--- config.mk ---
export PLATFORM = sky130hd
export DESIGN_NAME = ring_log_head_recovery
export DESIGN_NICKNAME = d
export VERILOG_FILES = /design/src/rtl/core/rlhr_pkg.sv /design/src/rtl/core/rlhr_in_stage.sv /design/src/rtl/core/rlhr_scan.sv /design/src/rtl/core/rlhr_out_stage.sv /design/src/rtl/core/ring_log_head_recovery.sv
export VERILOG_INCLUDE_DIRS = /design/src /design/src/rtl/core
export SDC_FILE = /design/constraint.sdc
export NUM_CORES = 1
export LEC_CHECK = 0
export ABC_AREA = 0
export BUFFER_PORTS_ARGS = -buffer_cell sky130_fd_sc_hd__buf_2
export CAP_MARGIN = 20
export CORE_MARGIN = 2
export CORE_UTILIZATION = 45
export CTS_CLUSTER_DIAMETER = 50
export DETAILED_ROUTE_END_ITERATION = 7
export GPL_TIMING_DRIVEN = 0
export PLACE_DENSITY = 0.74
export SLEW_MARGIN = 20
export SYNTH_ARGS = -nofsm -noshare
export SYNTH_HDL_FRONTEND = slang
export SYNTH_HIERARCHICAL = 1
export SYNTH_SLANG_ARGS = --single-unit
--- constraint.sdc ---
create_clock -name i_clk -period 4.7 [get_ports i_clk]
set_input_delay 1.175 -clock i_clk [delete_from_list [all_inputs] [get_ports i_clk]]
set_output_delay 1.175 -clock i_clk [all_outputs]
set_load 0.01 [all_outputs]
--- src/rtl/core/assert_macros.svh ---
// Assertion macros shared by the RTL of the ring log head recovery block.
// Each macro checks a property on the rising clock edge outside of reset.
`ifndef ASSERT_MACROS_SVH
`define ASSERT_MACROS_SVH

// The antecedent holds in a cycle, so the consequent holds in the same cycle.
`define ASSERT_SAME(label, clk, rst_n, ante, cons, msg) \
    label: assert property (@(posedge clk) disable iff (!(rst_n)) (ante) |-> (cons)) \
        else $error(msg);

// The antecedent holds in a cycle, so the consequent holds in the next cycle.
`define ASSERT_NEXT(label, clk, rst_n, ante, cons, msg) \
    label: assert property (@(posedge clk) disable iff (!(rst_n)) (ante) |=> (cons)) \
        else $error(msg);

`endif

--- src/rtl/core/rlhr_pkg.sv ---
// Package for the ring log head recovery block: request and result types,
// result source codes and fixed constants. No dependencies.
`timescale 1ns / 1ps

package rlhr_pkg;

    localparam int unsigned SlotWidth  = 16;
    localparam int unsigned CountWidth = 32;

    localparam logic [SlotWidth-1:0]  SlotCountReset = 16'd500;
    localparam logic [CountWidth-1:0] WrapLimit      = 32'h8000_0000;

    typedef enum logic [1:0] {
        FOUND_PARTIAL = 2'd0,
        FOUND_WRAP    = 2'd1,
        FOUND_NONE    = 2'd2
    } t_found_by;

    typedef struct packed {
        logic [CountWidth-1:0] seq_count;
        logic                  readable;
    } t_req;

    typedef struct packed {
        logic [SlotWidth-1:0]  head_slot;
        logic [CountWidth-1:0] next_count;
        t_found_by             found_by;
    } t_res;

    typedef struct packed {
        logic step;
        logic emit;
    } t_scan_ctl;

endpackage

--- src/rtl/core/rlhr_in_stage.sv ---
// Input register of the ring log head recovery block.
// Holds one request until the scan core consumes it; uses rlhr_pkg.
`timescale 1ns / 1ps

module rlhr_in_stage (
    input  logic          i_clk,
    input  logic          i_rst_n,
    input  logic          i_valid,
    output logic          o_ready,
    input  rlhr_pkg::t_req i_req,
    input  logic          i_advance,
    output logic          o_full,
    output rlhr_pkg::t_req o_req
);

    logic           r_valid;
    rlhr_pkg::t_req r_req;

    assign o_ready = !r_valid || i_advance;
    assign o_full  = r_valid;
    assign o_req   = r_req;

    always_ff @(posedge i_clk) begin
        if (!i_rst_n) begin
            r_valid <= 1'b0;
        end else if (o_ready) begin
            r_valid <= i_valid;
        end
    end

    always_ff @(posedge i_clk) begin
        if (i_valid && o_ready) begin
            r_req <= i_req;
        end
    end

endmodule

--- src/rtl/core/rlhr_scan.sv ---
// Scan core of the ring log head recovery block: slot count register, scan
// state and the combinational wrap test and result selection; uses rlhr_pkg.
`timescale 1ns / 1ps

module rlhr_scan (
    input  logic                              i_clk,
    input  logic                              i_rst_n,
    input  logic                              i_cfg_we,
    input  logic [rlhr_pkg::SlotWidth-1:0]    i_cfg_wdata,
    input  rlhr_pkg::t_req                    i_req,
    input  rlhr_pkg::t_scan_ctl               i_ctl,
    output logic                              o_emit,
    output rlhr_pkg::t_res                    o_res
);

    logic [rlhr_pkg::SlotWidth-1:0]  r_slot_count;
    logic [rlhr_pkg::SlotWidth-1:0]  r_pos;
    logic [rlhr_pkg::CountWidth-1:0] r_prev;
    logic                            r_wrap_seen;
    logic [rlhr_pkg::SlotWidth-1:0]  r_wrap_slot;
    logic [rlhr_pkg::CountWidth-1:0] r_wrap_next;

    logic [rlhr_pkg::CountWidth-1:0] diff;
    logic [rlhr_pkg::CountWidth-1:0] prev_inc;
    logic [rlhr_pkg::SlotWidth:0]    n_pos;
    logic                            is_wrap;
    logic                            at_end;

    assign diff     = i_req.seq_count - r_prev;
    assign prev_inc = r_prev + 32'd1;
    assign n_pos    = {1'b0, r_pos} + 17'd1;
    assign is_wrap  = (r_pos != '0) && !r_wrap_seen && (diff > rlhr_pkg::WrapLimit);
    assign at_end   = n_pos >= {1'b0, r_slot_count};
    assign o_emit   = !i_req.readable || at_end;

    always_comb begin
        if (!i_req.readable) begin
            o_res.head_slot  = r_pos;
            o_res.next_count = (r_pos == '0) ? '0 : prev_inc;
            o_res.found_by   = rlhr_pkg::FOUND_PARTIAL;
        end else if (is_wrap) begin
            o_res.head_slot  = r_pos;
            o_res.next_count = prev_inc;
            o_res.found_by   = rlhr_pkg::FOUND_WRAP;
        end else if (r_wrap_seen) begin
            o_res.head_slot  = r_wrap_slot;
            o_res.next_count = r_wrap_next;
            o_res.found_by   = rlhr_pkg::FOUND_WRAP;
        end else begin
            o_res.head_slot  = '0;
            o_res.next_count = i_req.seq_count + 32'd1;
            o_res.found_by   = rlhr_pkg::FOUND_NONE;
        end
    end

    always_ff @(posedge i_clk) begin
        if (!i_rst_n) begin
            r_slot_count <= rlhr_pkg::SlotCountReset;
        end else if (i_cfg_we) begin
            r_slot_count <= i_cfg_wdata;
        end
    end

    always_ff @(posedge i_clk) begin
        if (!i_rst_n) begin
            r_pos       <= '0;
            r_prev      <= '0;
            r_wrap_seen <= 1'b0;
            r_wrap_slot <= '0;
            r_wrap_next <= '0;
        end else if (i_ctl.step) begin
            if (i_ctl.emit) begin
                r_pos       <= '0;
                r_prev      <= '0;
                r_wrap_seen <= 1'b0;
                r_wrap_slot <= '0;
                r_wrap_next <= '0;
            end else begin
                r_pos  <= n_pos[rlhr_pkg::SlotWidth-1:0];
                r_prev <= i_req.seq_count;
                if (is_wrap) begin
                    r_wrap_seen <= 1'b1;
                    r_wrap_slot <= r_pos;
                    r_wrap_next <= prev_inc;
                end
            end
        end
    end

endmodule

--- src/rtl/core/rlhr_out_stage.sv ---
// Result register of the ring log head recovery block.
// Holds one result until the consumer takes it; uses rlhr_pkg.
`timescale 1ns / 1ps

module rlhr_out_stage (
    input  logic           i_clk,
    input  logic           i_rst_n,
    input  logic           i_load,
    input  rlhr_pkg::t_res i_res,
    output logic           o_free,
    output logic           o_valid,
    input  logic           i_ready,
    output rlhr_pkg::t_res o_res
);

    logic           r_valid;
    rlhr_pkg::t_res r_res;

    assign o_free  = !r_valid || i_ready;
    assign o_valid = r_valid;
    assign o_res   = r_res;

    always_ff @(posedge i_clk) begin
        if (!i_rst_n) begin
            r_valid <= 1'b0;
        end else if (i_load) begin
            r_valid <= 1'b1;
        end else if (i_ready) begin
            r_valid <= 1'b0;
        end
    end

    always_ff @(posedge i_clk) begin
        if (i_load) begin
            r_res <= i_res;
        end
    end

endmodule

--- src/rtl/core/ring_log_head_recovery.sv ---
// A scan-ending request passes from the input register to the result register.
// Throughput: one request per cycle; the scan core does one compare a cycle.
// Input stalls only while a scan-ending request waits behind an untaken result.
// Reset is synchronous and active low: the scan restarts at slot 0 and the
// slot count returns to 500. Depends on rlhr_pkg and assert_macros.svh.
`timescale 1ns / 1ps
`include "assert_macros.svh"

module ring_log_head_recovery (
    input  logic                           i_clk,
    input  logic                           i_rst_n,
    input  logic                           i_cfg_we,
    input  logic [rlhr_pkg::SlotWidth-1:0] i_cfg_wdata,
    input  logic                           i_in_valid,
    output logic                           o_in_ready,
    input  rlhr_pkg::t_req                 i_in_req,
    output logic                           o_out_valid,
    input  logic                           i_out_ready,
    output rlhr_pkg::t_res                 o_out_res
);

    logic                in_full;
    rlhr_pkg::t_req      held_req;
    logic                emit;
    rlhr_pkg::t_res      scan_res;
    logic                out_free;
    logic                advance;
    rlhr_pkg::t_scan_ctl ctl;

    assign advance  = in_full && (!emit || out_free);
    assign ctl.step = advance;
    assign ctl.emit = emit;

    rlhr_in_stage u_in (
        .i_clk     (i_clk),
        .i_rst_n   (i_rst_n),
        .i_valid   (i_in_valid),
        .o_ready   (o_in_ready),
        .i_req     (i_in_req),
        .i_advance (advance),
        .o_full    (in_full),
        .o_req     (held_req)
    );

    rlhr_scan u_scan (
        .i_clk       (i_clk),
        .i_rst_n     (i_rst_n),
        .i_cfg_we    (i_cfg_we),
        .i_cfg_wdata (i_cfg_wdata),
        .i_req       (held_req),
        .i_ctl       (ctl),
        .o_emit      (emit),
        .o_res       (scan_res)
    );

    rlhr_out_stage u_out (
        .i_clk   (i_clk),
        .i_rst_n (i_rst_n),
        .i_load  (advance && emit),
        .i_res   (scan_res),
        .o_free  (out_free),
        .o_valid (o_out_valid),
        .i_ready (i_out_ready),
        .o_res   (o_out_res)
    );

    `ASSERT_NEXT(a_emit_reaches_out, i_clk, i_rst_n, advance && emit, o_out_valid, "result lost")
    `ASSERT_SAME(a_none_head_zero, i_clk, i_rst_n, o_out_valid && (o_out_res.found_by == rlhr_pkg::FOUND_NONE), o_out_res.head_slot == '0, "no-wrap result with nonzero head")
    `ASSERT_SAME(a_stall_only_full, i_clk, i_rst_n, !o_in_ready, in_full && emit && o_out_valid && !i_out_ready, "input stalled without cause")

endmodule
==> impl_metrics.ini, run 1 <==
[timing]
setup_ws_ns = -0.00592
skew_ns = 0.0116
worst_pin_slew_ns = 0.851
max_clock_freq_mhz = 212
rsz0062_at_grt = true
fin_crit_sh_pct = 100
slew_viol_final = 0
setup_viol_count_final = 1
hold_viol = 0
maxSlewHeadroom_pct = 42.8
min_period_ns = 4.71

[critical_path]
r2r_slack_ns = 0.13
slowest_delay_ns = 0.40
required_ns = 3.52
crit_path_frequent_cell = and3_4
crit_path_top_delay_cell = dfxtp_4
worstSetupPathType = flop to output pin
cp-end-kind = output pin
path_cells = and3_4, and3_4, and3_4, and3_4, and3_4, and3_4, nand3_2, xnor2_2, ha_1, nand2_1, nand4b_1, a41o_1, a21boi_2, nand2b_4, buf_6
arrival_ns = 3.53
cp-start-kind = flop
cp_max_fo = 5

[synth]
async_flop_share_pct = 0
yosys.area.top_type_share_pct = 21.1
ys_types = 80
avgSynthCellArea_sq_um = 9.02
syn_area_sq_um = 11800
synth.most_common_cell = nor2_1
synth_ff_type = dfxtp_1
ys_ff_latch = 198
netlist_instances = 1309
synth_edf_count = 83
synth_nets = 1415
synth_area_leader_cell = edfxtp_1
synthTopCellsByArea = edfxtp_1, dfxtp_1, ha_1, nor2_1, a32o_1
yosysWarningCount = 6
ys_seq_area_share_pct = 40.6
ys_top_cells_by_count = nor2_1, dfxtp_1, nand2_1

[clock_tree]
cts_max_path_buffers = 2
clock_latency_ns = 0.44
cts_tree = built
cts_buffers = 17
clk_pin_slew_ns = 0.07
ctsHoldBuffers = 0
ctsRootBufferMaster = clkbuf_16
htree_levels = 4
cts_sinks = 198

[placement]
place_area_sq_um = 12700
globalplace.congestion = 0.969
port_buffers = 104
dp_hpwl_mm = 25.8

[pwr]
p_seq_share_pct = 47.6
switching_power_w = 0.00120
power_frac_clock_pct = 35.2
total_power_w = 0.00402
ir_drop_mv = 0.170
combPwrFrac_pct = 17.2
swShare_pct = 29.9
p_per_area_nw_per_um2 = 294
cellLeakagePower_nw = 5.15
internal_power_w = 0.00282

[die]
die_w_um = 166
row_count = 59
ios = 106
core_sq_um = 25900
die-area_sq_um = 27500
chipHeight_um = 166
initial_core_util_pct = 45.5

[status]
violations = setup timing
status = finished, violations left

[drt]
drc = 0
drtAntennaViolNets = 0
viasPerCell = 6.06
num_vias = 10885
drtPass1Iterations = 6
wirelength_mm = 34.8
drtIter0Drc = 1076
avgRoutedWirePerCell_um = 19.4

[grt]
grt_pass1_wl_mm = 54.9
grt_pass1_vias = 10153
grt.total_usage_pct = 24.7
grt_antenna_before_repair = 1
grt_start_max_net_pins = 52
overflow = 0

[final_layout]
utilization_pct = 52.7
fin_nets = 1553
final_cell_area_sq_um = 13700
drive_gt1_share_pct = 16.7
area_growth_pct = 15.8
antenna_cells = 0

[flow_run]
maxCapViolCount = 0

[min_path]
hold_class = flop to flop
registers in the layout, indices dropped and copies added, names as in the netlist, 16 cells and up:
| signal | flops |
|---|---|
| u_scan/r_wrap_slot | 16 |
| u_scan/r_wrap_next | 32 |
| u_in/o_req | 33 |
| u_out/o_res | 50 |
| u_scan/r_slot_count | 16 |
| u_scan/r_pos | 16 |
| u_scan/r_prev | 32 |
cells by family after synthesis:
family / Yosys count / synth area share (%)
AO/OA/AOI/OAI: 385 / 23.6
AND/OR/NAND/NOR: 412 / 17.0
XOR/XNOR: 80 / 5.94
flip-flops: 198 / 40.6
buffers and inverters: 162 / 5.60
multiplexers: 20 / 1.70
adder cells (fa/ha/maj): 52 / 5.58
cell type report:
cell class | instances | area (sq um)
plain buffers | 86 | 385
clock buffers | 20 | 447
clock inverters | 12 | 110
fillers | 2372 | 12200
inverters | 70 | 263
multi-input cells | 949 | 6550
flip-flops and latches | 198 | 4810
well taps | 335 | 419
repair buffers | 125 | 684
worst max-delay path, delay by kind of cell (launching register included):
kind | cells | cell delay, ns
compound gates | 2 | 0.41
simple gates | 10 | 1.71
fa+ha+maj | 1 | 0.30
flops | 1 | 0.40
buf+inv | 1 | 0.10
xor+xnor | 1 | 0.18
routing by layer:
layer | vias up | share of wire [%] | global-route usage (%)
li1 | 5123 | - | -
met2 | 498 | 46 | 41.0
met5 | - | 0 | 0
met4 | 0 | 3.1 | 8.36
met3 | 76 | 7.2 | 2.69
met1 | 5188 | 43 | 33.7
through the flow:
stage	setup WS, ns	instances	TNS (ns)	hold WS (ns)
6_report	-0.00592	1795	-0.00592	0.468
3_3_place_gp	-0.576	1748	-48.76	0.446
2_1_floorplan	0.376	1309	0	0.433
3_5_place_dp	-0.612	1748	-49.77	0.448
4_1_cts	0.00871	1790	0	0.468
5_1_grt	-0.128	1795	-0.853	0.478
cells in the final DEF, fill, tap and decap left out, drive strengths merged, types with 15 or more instances in the layout:
| cell | n |
|---|---|
| dfxtp | 115 |
| nor3 | 25 |
| a22oi | 46 |
| buf | 152 |
| a31oi | 18 |
| nand3 | 46 |
| xor2 | 34 |
| a21o | 15 |
| mux2i | 20 |
| ha | 51 |
| nand4 | 22 |
| o21ai | 78 |
| nor2 | 138 |
| a32o | 42 |
| clkbuf | 79 |
| o211ai | 16 |
| a21oi | 66 |
| xnor2 | 46 |
| inv | 76 |
| a22o | 16 |
| nand2 | 89 |
| edfxtp | 83 |
| o2bb2ai | 16 |
| and3 | 22 |
final timing paths:
path                                                            end                                start  cells past startpoint
worst max-delay path                                     o_in_ready         u_scan/r_pos[0]$_SDFFE_PN0P_                     15
worst min-delay path            u_scan/r_wrap_next[15]$_SDFFE_PN0P_  u_scan/r_wrap_next[15]$_SDFFE_PN0P_                      1
worst max register to register  u_scan/r_wrap_next[28]$_SDFFE_PN0P_              u_in/o_req[1]$_DFFE_PP_                     16
worst min register to register  u_scan/r_wrap_next[15]$_SDFFE_PN0P_  u_scan/r_wrap_next[15]$_SDFFE_PN0P_                      1
power by group through the flow:
stage	clock, W	combinational, W	sequential (W)
after floorplan	0	0.000447	0.00194
after global placement	0	0.000643	0.00195
after detailed placement	0	0.000650	0.00195
after CTS	0.00144	0.000664	0.00191
after global routing	0.00150	0.000756	0.00192
final	0.00141	0.000691	0.00191
timing repair:
| action | CTS | global route |
|---|---|---|
| resized for setup | 41 | 27 |
| buffers inserted | 14 | 7 |
| endpoints found under the hold margin | 0 | 0 |
| pin swaps | 7 | 8 |
| gates cloned | 0 | 0 |
| endpoints found under the setup margin | 144 | 106 |
Power figures use the tool's default switching activity.
==> run 2, diff against run 1 <==
Settings changed: CORE_MARGIN 2 to 3.
==> run 2 against run 1 <==
- the run still ends with setup timing left
- sequential share of layout area fell by 0.073 points
- maximum frequency is 0.16% lower
- global-route usage decreased by 0.61 points
- combinational power about the same
- routed wire length up 0.94%
- via count is 0.78% higher
==> impl_metrics.ini, run 2 (synthesis gave the netlist of run 1 again) <==
[placement]
port_buffers = 104
place_ws_ns = -0.646
dp_hpwl_mm = 26.1
globalplace.congestion = 0.993
place_area_sq_um = 12700

[critical_path]
rr_startpoint = u_in/o_req[1]$_DFFE_PP_
r2r-end = u_scan/r_wrap_slot[2]$_SDFFE_PN0P_
required_ns = 3.52
worstSetupPathType = flop to output pin
crit_start = u_scan/r_pos[0]$_SDFFE_PN0P_
r2r_slack_ns = 0.04
cp-end-kind = output pin
r2r_cells = 16
cp_max_fo = 5
arrival_ns = 3.54
cp-start-kind = flop

[drt]
viasPerCell = 6.12
avgRoutedWirePerCell_um = 19.6
drtAntennaViolNets = 0
drtPass1Iterations = 6
drc = 0
wirelength_mm = 35.1
num_vias = 10970
drtIter0Drc = 1232

[pwr]
cellLeakagePower_nw = 5.18
p_per_area_nw_per_um2 = 296
swShare_pct = 29.8
internal_power_w = 0.00285
ir_drop_mv = 0.224
p_seq_share_pct = 47.1
power_frac_clock_pct = 35.8
switching_power_w = 0.00121
combPwrFrac_pct = 17.0

[die]
chipHeight_um = 168
die_w_um = 168
ios = 106
initial_core_util_pct = 46.3
die-area_sq_um = 28200
row_count = 58
core_sq_um = 25500

[status]
status = finished, violations left
violations = setup timing

[clock_tree]
cts_sinks = 198
clock_latency_ns = 0.44
cts_max_path_buffers = 2
cts_tree = built
cts_buffers = 17
clk_pin_slew_ns = 0.07
ctsHoldBuffers = 0
htree_levels = 4
ctsRootBufferMaster = clkbuf_16

[grt]
grt_antenna_before_repair = 0
grt.total_usage_pct = 24.1
grt_pass1_wl_mm = 55.1
grt_pass1_vias = 10372
overflow = 0
grt_start_max_net_pins = 52

[timing]
fin_crit_sh_pct = 100
min_period_ns = 4.71
setup_viol_count_final = 1
rsz0062_at_grt = true
skew_ns = 0.0148
slew_viol_final = 0
tns_ns = -0.0134
worst_pin_slew_ns = 0.809
hold_viol = 0
setup_ws_ns = -0.0134
max_clock_freq_mhz = 212
maxSlewHeadroom_pct = 45.7

[min_path]
hold_class = flop to flop
hold_path_startpoint = u_scan/r_wrap_next[16]$_SDFFE_PN0P_
min_path_cells = 1
hold_end = u_scan/r_wrap_next[16]$_SDFFE_PN0P_

[final_layout]
largest_register_ffs = 50
regArea_sq_um = 4810
antenna_cells = 0
multiInputGateArea_sq_um = 6540
fin_nets = 1556
final_cell_area_sq_um = 13700
mostFrequentLayoutCells = nor2_1, buf_2, dfxtp_1, nand2_1, edfxtp_1
area_growth_pct = 16.0
fillCellCount = 2296
drive_gt1_share_pct = 17.0
final_common_cell = nor2_1

[flow_run]
maxCapViolCount = 0
==> run 2: repair_timing <==
item	4_1_cts	5_1_grt
setup buffers	16	7
endpoints found under the setup margin	144	104
pin swaps	9	13
gates resized for setup	37	39
==> run 2: power by group through the flow <==
stage | sequential [W] | combinational (W) | clock, W
4_1_cts | 0.00191 | 0.000666 | 0.00148
3_5_place_dp | 0.00195 | 0.000650 | 0
6_report | 0.00191 | 0.000692 | 0.00145
3_3_place_gp | 0.00195 | 0.000641 | 0
2_1_floorplan | 0.00194 | 0.000447 | 0
5_1_grt | 0.00192 | 0.000756 | 0.00155
==> run 2: final cells by class <==
cell class | instances | area share (%)
repair buffers | 127 | 5.11
plain buffers | 87 | 2.89
clock inverters | 12 | 0.768
inverters | 70 | 1.92
well taps | 330 | 3.02
flip-flops and latches | 198 | 35.1
multi-input cells | 949 | 47.8
clock buffers | 20 | 3.41
==> run 2: worst max-delay path, stage by stage, from the launching register on <==
cell      delay, ns
dfxtp_4        0.40
ha_4           0.14
and3_4         0.18
and3_4         0.18
and3_4         0.21
and3_4         0.19
and3_4         0.19
and3_4         0.21
xor2_1         0.16
ha_1           0.26
a21o_1         0.16
nand2_1        0.06
nand4b_1       0.09
a41o_1         0.27
a21boi_2       0.16
nand2b_4       0.16
buf_6          0.10
==> run 2: stage by stage <==
step	util (%)	hold WS, ns	total power (W)	instances
CTS	53.2	0.471	0.00406	1786
global placement	50.0	0.446	0.00259	1743
finish	53.7	0.468	0.00406	1793
floorplan	-	0.433	0.00239	1309
global route	53.7	0.484	0.00422	1793
detailed placement	50.0	0.452	0.00260	1743
==> run 2: worst max-delay path by stage <==
stage | cells past startpoint | endpoint
6_report | 16 | o_in_ready
3_5_place_dp | 20 | u_scan/r_prev[0]$_SDFFE_PN0P_
2_1_floorplan | 15 | o_in_ready
5_1_grt | 16 | o_in_ready
3_3_place_gp | 19 | u_scan/r_wrap_next[15]$_SDFFE_PN0P_
4_1_cts | 15 | o_in_ready
==> run 2: routing by layer <==
metal | part of all wire (%) | track usage (%)
met1 | 43 | 32.4
met2 | 47 | 40.0
met3 | 6.9 | 3.50
met4 | 3.0 | 7.97
met5 | 0 | 0
==> run 3, diff against run 2 <==
Settings changed: PLACE_DENSITY 0.74 to not set, PLACE_DENSITY_LB_ADDON set to 0.08.
==> run 3 against run 2 <==
- the run now ends clean
- total power rose by 1.2%
- critical path depth is the same
- via count shrank 2.4%
- flip-flop and latch count unchanged
- die area unchanged
- register-to-register slack gained 0.02 ns
- clock skew rose by 0.0033 ns
- worst setup slack improved by 0.017 ns
- cell count increased by 0.39%
- clock power increased by 3%
- combinational power grew 0.6%
- largest power group unchanged
- core utilization is 0.43 points higher
==> impl_metrics.ini, run 3 (synthesis gave the netlist of run 1 again) <==
[clock_tree]
clock_latency_ns = 0.44
htree_levels = 4
cts_sinks = 198
clk_pin_slew_ns = 0.08
cts_max_path_buffers = 2
cts_tree = built
ctsRootBufferMaster = clkbuf_16
cts_buffers = 17
ctsHoldBuffers = 0

[die]
row_count = 58
die-area_sq_um = 28200
chipHeight_um = 168
ios = 106
initial_core_util_pct = 46.3
die_w_um = 168
core_sq_um = 25500

[final_layout]
antenna_cells = 0
fin_nets = 1563
drive_gt1_share_pct = 17.3
mostFrequentLayoutCells = nor2_1, buf_2, dfxtp_1, nand2_1, edfxtp_1
largest_register_ffs = 50
area_growth_pct = 16.9
final_common_cell = nor2_1

[grt]
grt_pass1_wl_mm = 55.4
grt_start_max_net_pins = 52
grt_antenna_before_repair = 0
overflow = 0
grt.total_usage_pct = 24.5
grt_pass1_vias = 10136

[drt]
drc = 0
drtAntennaViolNets = 0
wirelength_mm = 35.6
avgRoutedWirePerCell_um = 19.8
viasPerCell = 5.95
drtPass1Iterations = 5
num_vias = 10703
drtIter0Drc = 865

[placement]
globalplace.congestion = 0.942
port_buffers = 104
dp_hpwl_mm = 27.3
place_ws_ns = -0.751

[timing]
max_clock_freq_mhz = 213
hold_viol = 0
worst_pin_slew_ns = 0.938
setup_ws_ns = 0.00396
fin_crit_sh_pct = 99.9
min_period_ns = 4.70
slew_viol_final = 0
skew_ns = 0.0181
rsz0062_at_grt = true
setup_viol_count_final = 0
maxSlewHeadroom_pct = 37.0

[flow_run]
maxCapViolCount = 0

[critical_path]
cp-end-kind = output pin
cp_max_fo = 5
cp-start-kind = flop
worstSetupPathType = flop to output pin
arrival_ns = 3.52
required_ns = 3.52

[pwr]
ir_drop_mv = 0.249
cellLeakagePower_nw = 5.23
switching_power_w = 0.00127
p_per_area_nw_per_um2 = 297
internal_power_w = 0.00283
combPwrFrac_pct = 17.0
total_power_w = 0.00410
swShare_pct = 31.0
power_frac_clock_pct = 36.5
p_seq_share_pct = 46.5

[status]
status = finished clean

[min_path]
hold_class = flop to flop
## run 3: critical path, cell delays in order, from the launching register on
cell      delay [ns]
dfxtp_4         0.39
ha_4            0.14
and3_4          0.18
and3_4          0.19
and3_4          0.19
and3_4          0.18
and3_4          0.19
and3_4          0.21
xor2_1          0.16
ha_1            0.26
a21o_1          0.18
nand2_1         0.05
nand4b_1        0.09
a41o_1          0.27
a21boi_2        0.17
nand2b_4        0.15
buf_6           0.10
## run 3: layer usage
layer  share of wire, %  vias to the layer above  routed length (um)  global-route usage [%]
li1                   -                     5133                   -                       -
met1                 46                     5129               16300                    34.5
met2                 46                      386               16300                    39.1
met3                6.3                       55                2260                    3.83
met4                2.0                        0                 696                    7.26
met5                  0                        -                   0                       0
## run 3: final timing paths
path                                                          start                                   to  slack, ns  cells after the start
worst max-delay path                   u_scan/r_pos[0]$_SDFFE_PN0P_                           o_in_ready      0.004                     16
worst min-delay path            u_scan/r_wrap_next[21]$_SDFFE_PN0P_  u_scan/r_wrap_next[21]$_SDFFE_PN0P_       0.47                      1
worst max register to register         u_scan/r_pos[0]$_SDFFE_PN0P_  u_scan/r_wrap_slot[10]$_SDFFE_PN0P_       0.06                     19
worst min register to register  u_scan/r_wrap_next[21]$_SDFFE_PN0P_  u_scan/r_wrap_next[21]$_SDFFE_PN0P_       0.47                      1
## run 3: repair_timing
action,in CTS,in global routing
endpoints found under the hold margin,0,0
buffers inserted,19,12
setup endpoints to repair,146,126
pin swaps,10,11
resized for setup,43,29
gates cloned,0,0
## run 3: power groups by stage
stage / clock [W] / combinational, W / sequential, W
floorplan: 0 / 0.000447 / 0.00194
global placement: 0 / 0.000654 / 0.00195
detailed placement: 0 / 0.000656 / 0.00195
CTS: 0.00152 / 0.000671 / 0.00191
global route: 0.00160 / 0.000763 / 0.00192
finish: 0.00150 / 0.000696 / 0.00191
## run 3: layout make-up
cell class,instances,area (sq um)
fill,2354,11700
sequential,198,4810
clock buffer,17,425
tap,330,413
multi-input combinational,949,6560
buffer,86,392
inverter,70,263
timing repair buffer,135,759
clock inverter,15,184
## run 3: metrics by stage
step | std cells | util (%) | hold slack, ns | TNS [ns] | instance area, sq um
2_1_floorplan | 1309 | - | 0.433 | 0 | 11800
3_5_place_dp | 1743 | 50.0 | 0.449 | -66.70 | 12700
5_1_grt | 1800 | 54.2 | 0.479 | -2.73 | 13800
3_3_place_gp | 1743 | 50.0 | 0.446 | -59.67 | 12700
4_1_cts | 1790 | 53.5 | 0.471 | 0 | 13600
6_report | 1800 | 54.2 | 0.469 | 0 | 13800
